### config.mk
export PLATFORM = sky130hd
export DESIGN_NAME = qph_ctrl
export DESIGN_NICKNAME = d
export VERILOG_FILES = /design/src/rtl/core/qph_pkg.sv /design/src/rtl/core/qph_ctrl.sv
export SDC_FILE = /design/constraint.sdc
export NUM_CORES = 1
export LEC_CHECK = 0
export BUFFER_PORTS_ARGS = -buffer_cell sky130_fd_sc_hd__buf_4
export CORE_AREA = 2 2 39 41
export CTS_BUF_LIST = sky130_fd_sc_hd__clkbuf_4
export CTS_CLUSTER_SIZE = 20
export DETAILED_ROUTE_END_ITERATION = 8
export DIE_AREA = 0 0 41 43
export PLACE_DENSITY = 0.71
export SETUP_SLACK_MARGIN = 0.1
export SLEW_MARGIN = 20
export SYNTH_ARGS = -nofsm -noshare
export SYNTH_HDL_FRONTEND = slang
export SYNTH_SLANG_ARGS = --single-unit
### constraint.sdc
create_clock -name aclk -period 1.9 [get_ports aclk]
set_clock_uncertainty 0.2 [all_clocks]
set_input_delay 0.38 -clock aclk [delete_from_list [all_inputs] [get_ports aclk]]
set_output_delay 0.38 -clock aclk [all_outputs]
set_load 0.1 [all_outputs]
### src/rtl/core/qph_pkg.sv
package qph_pkg;

    // Width of the externally computed key hash.
    localparam int HASH_BITS  = 32;
    // Counter wide enough to walk every hash bit in the serial reducer.
    localparam int HASH_CNT_W = $clog2(HASH_BITS + 1);

    // Operation carried in tuser on the input side.
    typedef enum logic [1:0] {
        OP_GET    = 2'd0,
        OP_PUT    = 2'd1,
        OP_REMOVE = 2'd2,
        OP_CLEAR  = 2'd3
    } op_t;

    // Result status codes.
    typedef enum logic [1:0] {
        STAT_DONE      = 2'd0,
        STAT_NOT_FOUND = 2'd1,
        STAT_FULL      = 2'd2
    } status_t;

    // Per-slot occupancy kept in the table memory.
    typedef enum logic [1:0] {
        SLOT_EMPTY = 2'd0,
        SLOT_LIVE  = 2'd1,
        SLOT_TOMB  = 2'd2
    } slot_state_t;

    // Controller states.
    typedef enum logic [2:0] {
        FSM_INIT,
        FSM_IDLE,
        FSM_HASH,
        FSM_READ,
        FSM_EVAL,
        FSM_CLEAR,
        FSM_RESP
    } fsm_state_t;

    // Outcome of examining one probed slot.
    typedef enum logic [2:0] {
        EV_NEXT,
        EV_INSERT,
        EV_REPLACE,
        EV_FOUND,
        EV_REMOVE,
        EV_MISS
    } eval_t;

    // Commands from the controller to the datapath.
    typedef struct packed {
        logic    load;
        logic    hash_step;
        logic    cnt_clear;
        logic    sweep;
        logic    rd;
        logic    advance;
        logic    commit;
        logic    res_set;
        status_t res_status;
        logic    res_hit;
        logic    res_take_old;
        logic    emit;
    } qph_cmd_t;

    // Status from the datapath to the controller.
    typedef struct packed {
        logic  hash_done;
        logic  is_clear;
        logic  early_miss;
        logic  early_full;
        eval_t eval;
        logic  last_probe;
        logic  sweep_last;
        logic  out_free;
    } qph_stat_t;

endpackage

### src/rtl/core/qph_ctrl.sv
module qph_ctrl (
    input  logic               aclk,
    input  logic               aresetn,
    input  logic               s_tvalid,
    output logic               s_tready,
    input  qph_pkg::qph_stat_t stat,
    output qph_pkg::qph_cmd_t  cmd
);
    import qph_pkg::*;

    fsm_state_t state_reg;
    fsm_state_t state_next;

    // State register.
    always_ff @(posedge aclk) begin
        if (!aresetn) begin
            state_reg <= FSM_INIT;
        end else begin
            state_reg <= state_next;
        end
    end

    // Next state.
    always_comb begin
        state_next = state_reg;
        case (state_reg)
            FSM_INIT: begin
                if (stat.sweep_last) begin
                    state_next = FSM_IDLE;
                end
            end
            FSM_IDLE: begin
                if (s_tvalid) begin
                    state_next = FSM_HASH;
                end
            end
            FSM_HASH: begin
                if (stat.is_clear) begin
                    state_next = FSM_CLEAR;
                end else if (stat.early_miss || stat.early_full) begin
                    state_next = FSM_RESP;
                end else if (stat.hash_done) begin
                    state_next = FSM_READ;
                end
            end
            FSM_READ: begin
                state_next = FSM_EVAL;
            end
            FSM_EVAL: begin
                if (stat.eval == EV_NEXT && !stat.last_probe) begin
                    state_next = FSM_READ;
                end else begin
                    state_next = FSM_RESP;
                end
            end
            FSM_CLEAR: begin
                if (stat.sweep_last) begin
                    state_next = FSM_RESP;
                end
            end
            FSM_RESP: begin
                if (stat.out_free) begin
                    state_next = FSM_IDLE;
                end
            end
            default: begin
                state_next = FSM_INIT;
            end
        endcase
    end

    // Commands.
    always_comb begin
        s_tready         = 1'b0;
        cmd              = '0;
        cmd.res_status   = STAT_DONE;
        case (state_reg)
            FSM_INIT: begin
                cmd.sweep = 1'b1;
            end
            FSM_IDLE: begin
                s_tready = 1'b1;
                cmd.load = s_tvalid;
            end
            FSM_HASH: begin
                cmd.hash_step = 1'b1;
                if (stat.is_clear) begin
                    cmd.cnt_clear = 1'b1;
                end else if (stat.early_miss) begin
                    cmd.res_set    = 1'b1;
                    cmd.res_status = STAT_NOT_FOUND;
                end else if (stat.early_full) begin
                    cmd.res_set    = 1'b1;
                    cmd.res_status = STAT_FULL;
                end
            end
            FSM_READ: begin
                cmd.rd = 1'b1;
            end
            FSM_EVAL: begin
                case (stat.eval)
                    EV_NEXT: begin
                        if (stat.last_probe) begin
                            cmd.res_set    = 1'b1;
                            cmd.res_status = STAT_FULL;
                        end else begin
                            cmd.advance = 1'b1;
                        end
                    end
                    EV_INSERT: begin
                        cmd.commit  = 1'b1;
                        cmd.res_set = 1'b1;
                    end
                    EV_REPLACE, EV_REMOVE: begin
                        cmd.commit       = 1'b1;
                        cmd.res_set      = 1'b1;
                        cmd.res_hit      = 1'b1;
                        cmd.res_take_old = 1'b1;
                    end
                    EV_FOUND: begin
                        cmd.res_set      = 1'b1;
                        cmd.res_hit      = 1'b1;
                        cmd.res_take_old = 1'b1;
                    end
                    EV_MISS: begin
                        cmd.res_set    = 1'b1;
                        cmd.res_status = STAT_NOT_FOUND;
                    end
                    default: begin
                        cmd.res_set    = 1'b1;
                        cmd.res_status = STAT_FULL;
                    end
                endcase
            end
            FSM_CLEAR: begin
                cmd.sweep   = 1'b1;
                cmd.res_set = stat.sweep_last;
            end
            FSM_RESP: begin
                cmd.emit = stat.out_free;
            end
            default: begin
                cmd.emit = 1'b0;
            end
        endcase
    end

endmodule

==> results of run 1 <==
kinds of logic (layout without fill, tap and decap cells):
kind of cell / Yosys count / count (layout) / share of synthesized area [%]
muxes: 3 / 3 / 6.82
AOI/OAI and AO/OA: 15 / 15 / 24.7
xor gates and xnor gates: 2 / 2 / 3.98
and+or+nand+nor: 32 / 32 / 41.2
buffers and inverters: 8 / 48 / 9.66
DFF: 3 / 3 / 13.6
worst max-delay path: stages, from the launching register on:
cell and delay, ps:
dfxtp_2 330, buf_6 120, nor2b_4 200, nand2_8 110, o31ai_4 260, buf_12 210
power breakdown:
part,switching [mW],internal [mW]
Sequential,0.0270,0.0890
Combinational,0.771,0.454
Clock,0.0521,0.0941
worst paths after layout:
check,startpoint,to,slack (ps),depth (start not counted)
setup reg to reg,state_reg[0]$_SDFFE_PN0P_,state_reg[1]$_SDFFE_PN0P_,80,5
setup / recovery,state_reg[1]$_SDFFE_PN0P_,cmd[3],-170,5
hold reg to reg,state_reg[1]$_SDFFE_PN0P_,state_reg[1]$_SDFFE_PN0P_,470,3
hold / removal,aresetn,state_reg[1]$_SDFFE_PN0P_,230,3
through the flow:
| step | instances | power (mW) | area [µm²] | hold slack (ps) | setup TNS, ps |
|---|---|---|---|---|---|
| floorplan | 63 | 0.907 | 647 | 339 | -1660 |
| global placement | 110 | 1.06 | 850 | 393 | -775 |
| detailed placement | 110 | 1.07 | 850 | 415 | -862 |
| CTS | 117 | 1.42 | 1120 | 220 | -409 |
| global route | 119 | 1.54 | 1160 | 232 | -1060 |
| finish | 119 | 1.49 | 1160 | 231 | -750 |
layout by cell type, fill, tap and decap left out, drive strengths merged, types with 2 or more instances in the layout:
cell | synthesis | routed
clkbuf | 4 | 4
o31ai | 2 | 2
buf | 2 | 42
a21oi | 2 | 2
nand2 | 3 | 3
dfxtp | 3 | 3
nor3 | 3 | 3
nor3b | 2 | 2
nor4b | 2 | 2
mux2i | 3 | 3
nor2 | 12 | 12
o21ai | 5 | 5
inv | 2 | 2
repair_timing:
action,in CTS,in global routing
endpoints found under the setup margin,14,16
pin swaps,5,1
gates resized for setup,53,6
buffers inserted,3,2
per-layer routing:
layer | routed length, µm | part of all wire (%) | track usage, %
met2 | 1140 | 56 | 43.4
met3 | 110 | 5.4 | 4.19
met1 | 678 | 33 | 25.8
met4 | 99 | 4.9 | 8.00
met5 | 0 | 0 | 0
layout make-up:
class | instances | area share, %
multi-input combinational | 52 | 45.1
sequential | 3 | 5.74
tap | 16 | 1.73
inverter | 2 | 1.30
clock buffer | 4 | 2.60
timing repair buffer | 42 | 43.5
==> flow_summary.ini, run 1 <==
[outcome]
status = finished, violations left
violations = negative setup slack

[finish]
nFillCells = 79
syn_to_final_growth_pct = 163
nets = 117
seq_area_um2 = 66.3
drive_above_1_share_pct = 73.8
largest_reg_flops = 3
final_core_util_pct = 83.5
diodes = 0
multiInputGateArea_um2 = 522

[sta]
worstMarginPinSlew_ps = 308
final_max_slew_viol_count = 0
hold_violations = 0
fin_crit_ps = 2070
finalCritPeriodShare_pct = 109
fmax_mhz = 484
setup_ws_ps = -166
setup_violations = 11
max-slew-margin-rel_pct = 79.3
rsz0062_at_grt = yes

[detailed_routing]
vias = 669
drt_iter0_drc = 10
antenna_left = 0
wire_per_inst_um = 17.1
wl_um = 2030
drt_first_pass_iters = 4
viasPerCell = 5.62
drc = 0

[place]
dp_hpwl_um = 1150
port_buffers = 26
place_ws_ps = -279
gp_congestion = 0.743

[yosys]
yosys.area.top_type_share_pct = 13.6
syn_avg_cell_area_um2 = 6.99
ys_ff_latch = 3
synth_ff_type = dfxtp_1
synth_common_cells = nor2_1 (12), o21ai_0 (5)
ys_warn_count = 0
synthTopCellsByArea = dfxtp_1 (14%), nor2_1 (10%), mux2i_1 (6.8%)
async_flop_share_pct = 0
netlist.top_cell.by_area = dfxtp_1
yosysMostFrequentCell = nor2_1
yosysSeqAreaShare_pct = 13.6
synthesis.area_um2 = 440
synth_edf_count = 0
synthCells = 63
synthesis.nets = 76
yosys.cell_types.count = 35

[die]
core_um2 = 1380
die_w_um = 41
die_h_um = 43
die_area_um2 = 1760
num_io_pins = 27
start_util_pct = 31.8
row_count = 14

[global_routing]
grt_pass1_vias = 633
grt_pass1_wl_um = 2820
grt_overflow_total = 0
grtUsageTotal_pct = 24.0
grt_antenna_before_repair = 0
grt_max_degree = 13

[pwr]
leakage_nw = 0.459
power.density_nw_per_um2 = 1290
peakVddDrop_v = 0.000876

[clock_tree]
cts_sinks = 3
numCtsBuffers = 3
cts_tree = yes
holdBufCountCts = 0
clockBufferDepth = 2
clk-insertion-delay-late_ps = 260
clkSlewWorstSetupHoldPaths_ps = 40
root_buffer = clkbuf_4
htree_levels = 1

[worst_setup_path]
crit_type = flip-flop to output pin
startpoint_type = flip-flop
arrival_ps = 1490
critPathMaxFanout = 5
required_ps = 1320
critPathCaptureType = output pin

[job]
cap_violations = 0

[hold_path]
holdCritPathClass = primary input to flip-flop
(Power assumes the default switching activity.)
==> inputs of run 2 (changes only) <==
--- a/config.mk
+++ b/config.mk
@@ -6,11 +6,11 @@
 export NUM_CORES = 1
 export LEC_CHECK = 0
 export BUFFER_PORTS_ARGS = -buffer_cell sky130_fd_sc_hd__buf_4
-export CORE_AREA = 2 2 39 41
+export CORE_AREA = 4 4 41 43
 export CTS_BUF_LIST = sky130_fd_sc_hd__clkbuf_4
 export CTS_CLUSTER_SIZE = 20
 export DETAILED_ROUTE_END_ITERATION = 8
-export DIE_AREA = 0 0 41 43
+export DIE_AREA = 0 0 45 47
 export PLACE_DENSITY = 0.71
 export SETUP_SLACK_MARGIN = 0.1
 export SLEW_MARGIN = 20
==> run 2 against run 1 <==
Effect of this change: the flow still finishes with violations (negative setup slack); hold slack worse by 13 ps; non-clock buffer count is 1 lower; first-iteration DRC count up 10%; utilization rose by 1.8 points; largest cell class unchanged; largest power group unchanged.
==> flow_summary.ini, run 2 (synthesized netlist as in run 1, its figures left out) <==
[hold_path]
min_path_cells = 3
holdCritPathClass = primary input to flip-flop
hold_start = aresetn
holdPathEnd = state_reg[0]$_SDFFE_PN0P_

[detailed_routing]
wire_per_inst_um = 16.9
viasPerCell = 5.59
routed.top_layer = met4
drt_first_pass_iters = 4
wl_met2_um = 1100
wl_met3_um = 92
wl_met1_um = 766
wl_um = 1970
drc = 0
vias = 654
antenna_left = 0
drt_iter0_drc = 11

[global_routing]
grt_pass1_wl_um = 2970
grt_overflow_total = 0
grt_antenna_before_repair = 0
grtUsageTotal_pct = 19.5
grt_max_degree = 13
grt_pass1_vias = 649

[sta]
final_max_slew_viol_count = 0
rsz0062_at_grt = yes
fmax_mhz = 481
fin_crit_ps = 2080
setup_ws_ps = -180
worstMarginPinSlew_ps = 394
setup_violations = 9
hold_violations = 0
max-slew-margin-rel_pct = 73.5
finalCritPeriodShare_pct = 109
setup-tns-final_ps = -927

[clock_tree]
numCtsBuffers = 3
htree_levels = 1
clk-insertion-delay-late_ps = 240
clockBufferDepth = 2
root_buffer = clkbuf_4
holdBufCountCts = 0
cts_sinks = 3
cts_tree = yes
clkSlewWorstSetupHoldPaths_ps = 40

[pwr]
power.density_nw_per_um2 = 1270
seqPwrFrac_pct = 8.0
p_int_mw = 0.591
clock_power_share_pct = 9.3
leakage_nw = 0.450
power_frac_comb_pct = 82.7
p_sw_share_pct = 58.1
switching_power_mw = 0.821
peakVddDrop_v = 0.000719
p_total_mw = 1.41

[worst_setup_path]
timing.rr.end = state_reg[1]$_SDFFE_PN0P_
cp_cell_sequence = nor4b_4 > buf_4 > nand3b_1 > o21ai_4 > buf_12
slowest_stage = nor4b_4
worstReg2RegStart = state_reg[0]$_SDFFE_PN0P_
reg2reg_slack_ps = 130
critPathMaxFanout = 3
required_ps = 1320
reg2regPathDepth = 5
slowest_delay_ps = 350
crit_type = flip-flop to output pin
startpoint_type = flip-flop
critPathCaptureType = output pin
arrival_ps = 1500

[die]
num_io_pins = 27
start_util_pct = 33.8
die_h_um = 47
core_um2 = 1300
row_count = 13
die_w_um = 45
die_area_um2 = 2120

[outcome]
status = finished, violations left
violations = negative setup slack

[finish]
final_core_util_pct = 85.4
syn_to_final_growth_pct = 152
nets = 116
drive_above_1_share_pct = 71.6
layout_commonest_cell = buf_4
largest_reg_flops = 3
diodes = 0
final_cell_mix = buf_4 (21), buf_12 (10), buf_6 (8)

[place]
gp_congestion = 0.774
place_ws_ps = -265
dp_hpwl_um = 1210
port_buffers = 26

[job]
cap_violations = 0
run 2: cell count changes in the layout (fill, tap and decap cells not counted), sizes merged:
cell | previous run | this run
buf | 42 | 41
run 2: power by group through the flow:
stage	clock (mW)	combinational (mW)	sequential, mW
2_1_floorplan	0	0.804	0.103
4_1_cts	0.132	1.13	0.108
6_report	0.131	1.17	0.112
3_3_place_gp	0	0.954	0.0989
3_5_place_dp	0	0.962	0.101
5_1_grt	0.135	1.21	0.112
run 2: cell type report:
class | instances | area, µm²
Clock buffer | 4 | 30.0
Fill cell | 67 | 190
Inverter | 2 | 12.5
Multi-Input combinational cell | 52 | 507
Sequential cell | 3 | 65.1
Tap cell | 15 | 18.8
Timing Repair Buffer | 41 | 478
run 2: worst max-delay path by stage:
stage	from	to	depth (start not counted)
2_1_floorplan	state_reg[2]$_SDFFE_PN0P_	cmd[3]	4
3_3_place_gp	stat[5]	cmd[5]	5
3_5_place_dp	stat[5]	cmd[5]	5
4_1_cts	state_reg[0]$_SDFFE_PN0P_	cmd[4]	5
5_1_grt	state_reg[0]$_SDFFE_PN0P_	cmd[4]	5
6_report	state_reg[0]$_SDFFE_PN0P_	cmd[4]	5
run 2: metrics by stage:
stage / std cells / instance area, µm² / hold WS [ps]
4_1_cts: 115 / 1090 / 214
6_report: 117 / 1110 / 218
3_5_place_dp: 108 / 841 / 453
5_1_grt: 117 / 1110 / 249
3_3_place_gp: 108 / 841 / 456
2_1_floorplan: 63 / 647 / 339
run 2: critical path: cells and delay by family, from the launching register on:
| family | cells | cell delay, ps |
|---|---|---|
| simple gates | 2 | 470 |
| buf+inv | 2 | 370 |
| compound gates | 1 | 90 |
| flops | 1 | 330 |
run 2: timing repair:
item | 4_1_cts | 5_1_grt
pin swaps | 7 | 1
setup endpoints to repair | 14 | 15
hold endpoints to repair | 0 | 0
gates resized for setup | 47 | 2
setup buffers | 3 | 2
run 2: routing by layer:
layer / GRT usage [%] / vias up
met5: 0 / -
met4: 5.85 / 0
met3: 0.766 / 2
met2: 40.4 / 28
met1: 20.9 / 318
li1: - / 306
==> inputs of run 3 (changes only) <==
--- a/config.mk
+++ b/config.mk
@@ -11,6 +11,7 @@
 export CTS_CLUSTER_SIZE = 20
 export DETAILED_ROUTE_END_ITERATION = 8
 export DIE_AREA = 0 0 45 47
+export GPL_TIMING_DRIVEN = 0
 export PLACE_DENSITY = 0.71
 export SETUP_SLACK_MARGIN = 0.1
 export SLEW_MARGIN = 20
==> run 3 against run 2 <==
Effect of this change: synthesized cell count unchanged; the run now fails in 5_1_grt; area after synthesis is the same.
==> flow_summary.ini, run 3 <==
[yosys]
synthesis.area_um2 = 440
synthesis.nets = 76
ys_ff_latch = 3
synthCells = 63
synth_edf_count = 0
yosysSeqAreaShare_pct = 13.6
synthTopCellsByArea = dfxtp_1 (14%), nor2_1 (10%), mux2i_1 (6.8%)
yosys.area.top_type_share_pct = 13.6
syn_avg_cell_area_um2 = 6.99
synth_common_cells = nor2_1 (12), o21ai_0 (5)
synth_ff_type = dfxtp_1
ys_warn_count = 0
async_flop_share_pct = 0
netlist.top_cell.by_area = dfxtp_1
yosys.cell_types.count = 35
yosysMostFrequentCell = nor2_1

[sta]
worstEndpointType = top-level output
repair-timing-grt-worst-ep = cmd[5]

[outcome]
status = stopped before the end
firstError = [ERROR DPL-0038] Utilization greater than 100%, impossible to legalize
stop_stage = 5_1_grt

[place]
dpl.cell_count = 102
gp_congestion = 0.757
port_buffers = 24
dp_hpwl_um = 1070

[clock_tree]
numCtsBuffers = 3
root_buffer = clkbuf_4
clockBufferDepth = 2
htree_levels = 1
cts_sinks = 3

[die]
die_h_um = 47
num_io_pins = 27
row_count = 13
start_util_pct = 33.8
die_w_um = 45

[global_routing]
grt_max_degree = 11
run 3: cell counts after synthesis:
No cell type changed its count.
run 3: kinds of logic after synthesis:
| logic type | after synthesis | synth area share, % |
|---|---|---|
| DFF | 3 | 13.6 |
| muxes | 3 | 6.82 |
| xor gates and xnor gates | 2 | 3.98 |
| and+or+nand+nor | 32 | 41.2 |
| buffers and inverters | 8 | 9.66 |
| AOI/OAI and AO/OA | 15 | 24.7 |
run 3: repair_timing:
item | in CTS
cloned | 0
hold buffers | 0
resized for setup | 61
pin swaps | 8
buffers inserted | 13
endpoints found under the setup margin | 14
run 3: metrics by stage:
| stage | worst slack (ps) | hold WS [ps] | area, µm² |
|---|---|---|---|
| after floorplan | -261 | 339 | 647 |
| after detailed placement | -323 | 464 | 846 |
| after global placement | -320 | 456 | 846 |
| after CTS | -149 | 225 | 1240 |
==> inputs of run 4 (changes only) <==
==> config.mk (replaced) <==
export PLATFORM = sky130hd
export DESIGN_NAME = qph_ctrl
export DESIGN_NICKNAME = d
export VERILOG_FILES = /design/src/rtl/core/qph_pkg.sv /design/src/rtl/core/qph_ctrl.sv
export SDC_FILE = /design/constraint.sdc
export NUM_CORES = 1
export LEC_CHECK = 0
export BUFFER_PORTS_ARGS = -buffer_cell sky130_fd_sc_hd__buf_4
export CORE_AREA = 4 4 65 67
export DETAILED_ROUTE_END_ITERATION = 8
export DIE_AREA = 0 0 69 71
export GPL_TIMING_DRIVEN = 0
export PLACE_DENSITY_LB_ADDON = 0.15
export SLEW_MARGIN = 20
export SYNTH_ARGS = -nofsm -noshare
export SYNTH_HDL_FRONTEND = slang
export SYNTH_SLANG_ARGS = --single-unit
==> constraint.sdc (replaced) <==
create_clock -name aclk -period 2.5 [get_ports aclk]
set_clock_uncertainty 0.2 [all_clocks]
set_input_delay 0.5 -clock aclk [delete_from_list [all_inputs] [get_ports aclk]]
set_output_delay 0.5 -clock aclk [all_outputs]
set_load 0.1 [all_outputs]
==> run 4 against run 3 <==
Effect of this change: the run now ends clean.
==> flow_summary.ini, run 4 (synthesized netlist as in run 1, its figures left out) <==
[detailed_routing]
viasPerCell = 3.95
antenna_left = 0
wire_per_inst_um = 10.4
drc = 0
drt_first_pass_iters = 4
wl_um = 1450
vias = 549
drt_iter0_drc = 49

[worst_setup_path]
worstReg2RegStart = state_reg[1]$_SDFFE_PN0P_
slowest_delay_ps = 570
critPathCaptureType = output pin
path_depth = 5
worst-path-buf-inv = 2
timing.rr.end = state_reg[1]$_SDFFE_PN0P_
reg2reg_slack_ps = 770
crit_type = primary input to output pin
arrival_ps = 1690
path_delay_family = simple AND/OR/NAND/NOR gates
critPathMaxFanout = 7
reg2regPathDepth = 5
cp_cell_sequence = clkbuf_2 > or4_4 > o21ai_2 > o21ai_2 > buf_4
required_ps = 1800
slowest_stage = or4_4
startpoint_type = primary input
crit_top_cell = o21ai_2

[sta]
setup_violations = 0
final_max_slew_viol_count = 0
hold_violations = 0
worstMarginPinSlew_ps = 305
fmax_mhz = 418
max-slew-margin-rel_pct = 79.4
finalCritPeriodShare_pct = 95.8
setup_ws_ps = 105
rsz0062_at_grt = no
fin_crit_ps = 2390

[global_routing]
grt_overflow_total = 0
grtUsageTotal_pct = 6.32
grt_antenna_before_repair = 0
grt_pass1_wl_um = 2530
grt_pass1_vias = 543
grt_max_degree = 11

[finish]
seq_area_um2 = 60.1
largest_reg_flops = 3
nFillCells = 423
final_cell_mix = buf_4 (23), nor2_1 (8)
layout_commonest_cell = buf_4
nets = 105
diodes = 0
drive_above_1_share_pct = 53.8
final_core_util_pct = 22.8
syn_to_final_growth_pct = 87.8
multiInputGateArea_um2 = 420

[place]
gp_congestion = 0.714
port_buffers = 24
place_ws_ps = -90.1

[die]
start_util_pct = 12.1
die_h_um = 71
row_count = 22
die_w_um = 69
die_area_um2 = 4900
num_io_pins = 27
core_um2 = 3630

[pwr]
leakage_nw = 0.349
peakVddDrop_v = 0.000227
power.density_nw_per_um2 = 1050

[hold_path]
holdPathEnd = state_reg[0]$_SDFFE_PN0P_
min_path_cells = 3
holdCritPathClass = primary input to flip-flop
hold_start = aresetn

[clock_tree]
clkSlewWorstSetupHoldPaths_ps = 30
holdBufCountCts = 0
root_buffer = clkbuf_8
cts_sinks = 3
clockBufferDepth = 2
htree_levels = 1
cts_tree = yes
clk-insertion-delay-late_ps = 210
numCtsBuffers = 3

[job]
cap_violations = 0

[outcome]
status = completed
[run 4: through the flow]
step | instance area [µm²] | instances | power (mW) | setup TNS, ps | hold slack [ps]
after floorplan | 509 | 63 | 0.585 | -1250 | 456
after global placement | 749 | 135 | 0.716 | -237 | 548
after detailed placement | 749 | 135 | 0.716 | -184 | 555
after CTS | 802 | 139 | 0.863 | 0 | 376
after global routing | 827 | 139 | 0.925 | 0 | 418
final | 827 | 139 | 0.870 | 0 | 384
[run 4: routing by layer]
metal / track usage (%) / up-vias / share of wire (%)
met4: 2.60 / 0 / 1.5
met5: 0 / - / 0
met2: 9.11 / 23 / 43
met3: 2.70 / 2 / 8.0
met1: 8.21 / 239 / 47
li1: - / 285 / -
[run 4: timing repair]
| item | 4_1_cts | 5_1_grt |
|---|---|---|
| gates resized for setup | 4 | 9 |
| endpoints found under the setup margin | 7 | 6 |
| buffers inserted | 0 | 0 |
[run 4: cell type report]
| class | instances | share of cell area [%] |
|---|---|---|
| buffer | 6 | 5.60 |
| clock buffer | 4 | 5.45 |
| inverter | 2 | 0.908 |
| multi-input combinational | 52 | 50.8 |
| sequential | 3 | 7.26 |
| tap | 48 | 7.26 |
| timing repair buffer | 24 | 22.7 |
[run 4: power by group]
part,total [mW],switching (mW),internal [mW]
combinational,0.652,0.489,0.162
sequential,0.0816,0.0176,0.0640
clock,0.136,0.0279,0.108
[run 4: worst min-delay path, stage by stage]
cell and delay [ps]:
buf_4 100, o211ai_1 100, o31ai_2 60
[run 4: worst max path at each step]
stage | slack [ps] | endpoint | startpoint
CTS | 3 | cmd[3] | state_reg[1]$_SDFFE_PN0P_
global route | 20 | cmd[3] | state_reg[2]$_SDFFE_PN0P_
detailed placement | -90 | cmd[2] | state_reg[0]$_SDFFE_PN0P_
finish | 110 | cmd[5] | stat[4]
floorplan | -360 | cmd[10] | state_reg[1]$_SDFFE_PN0P_
global placement | -100 | cmd[2] | state_reg[0]$_SDFFE_PN0P_
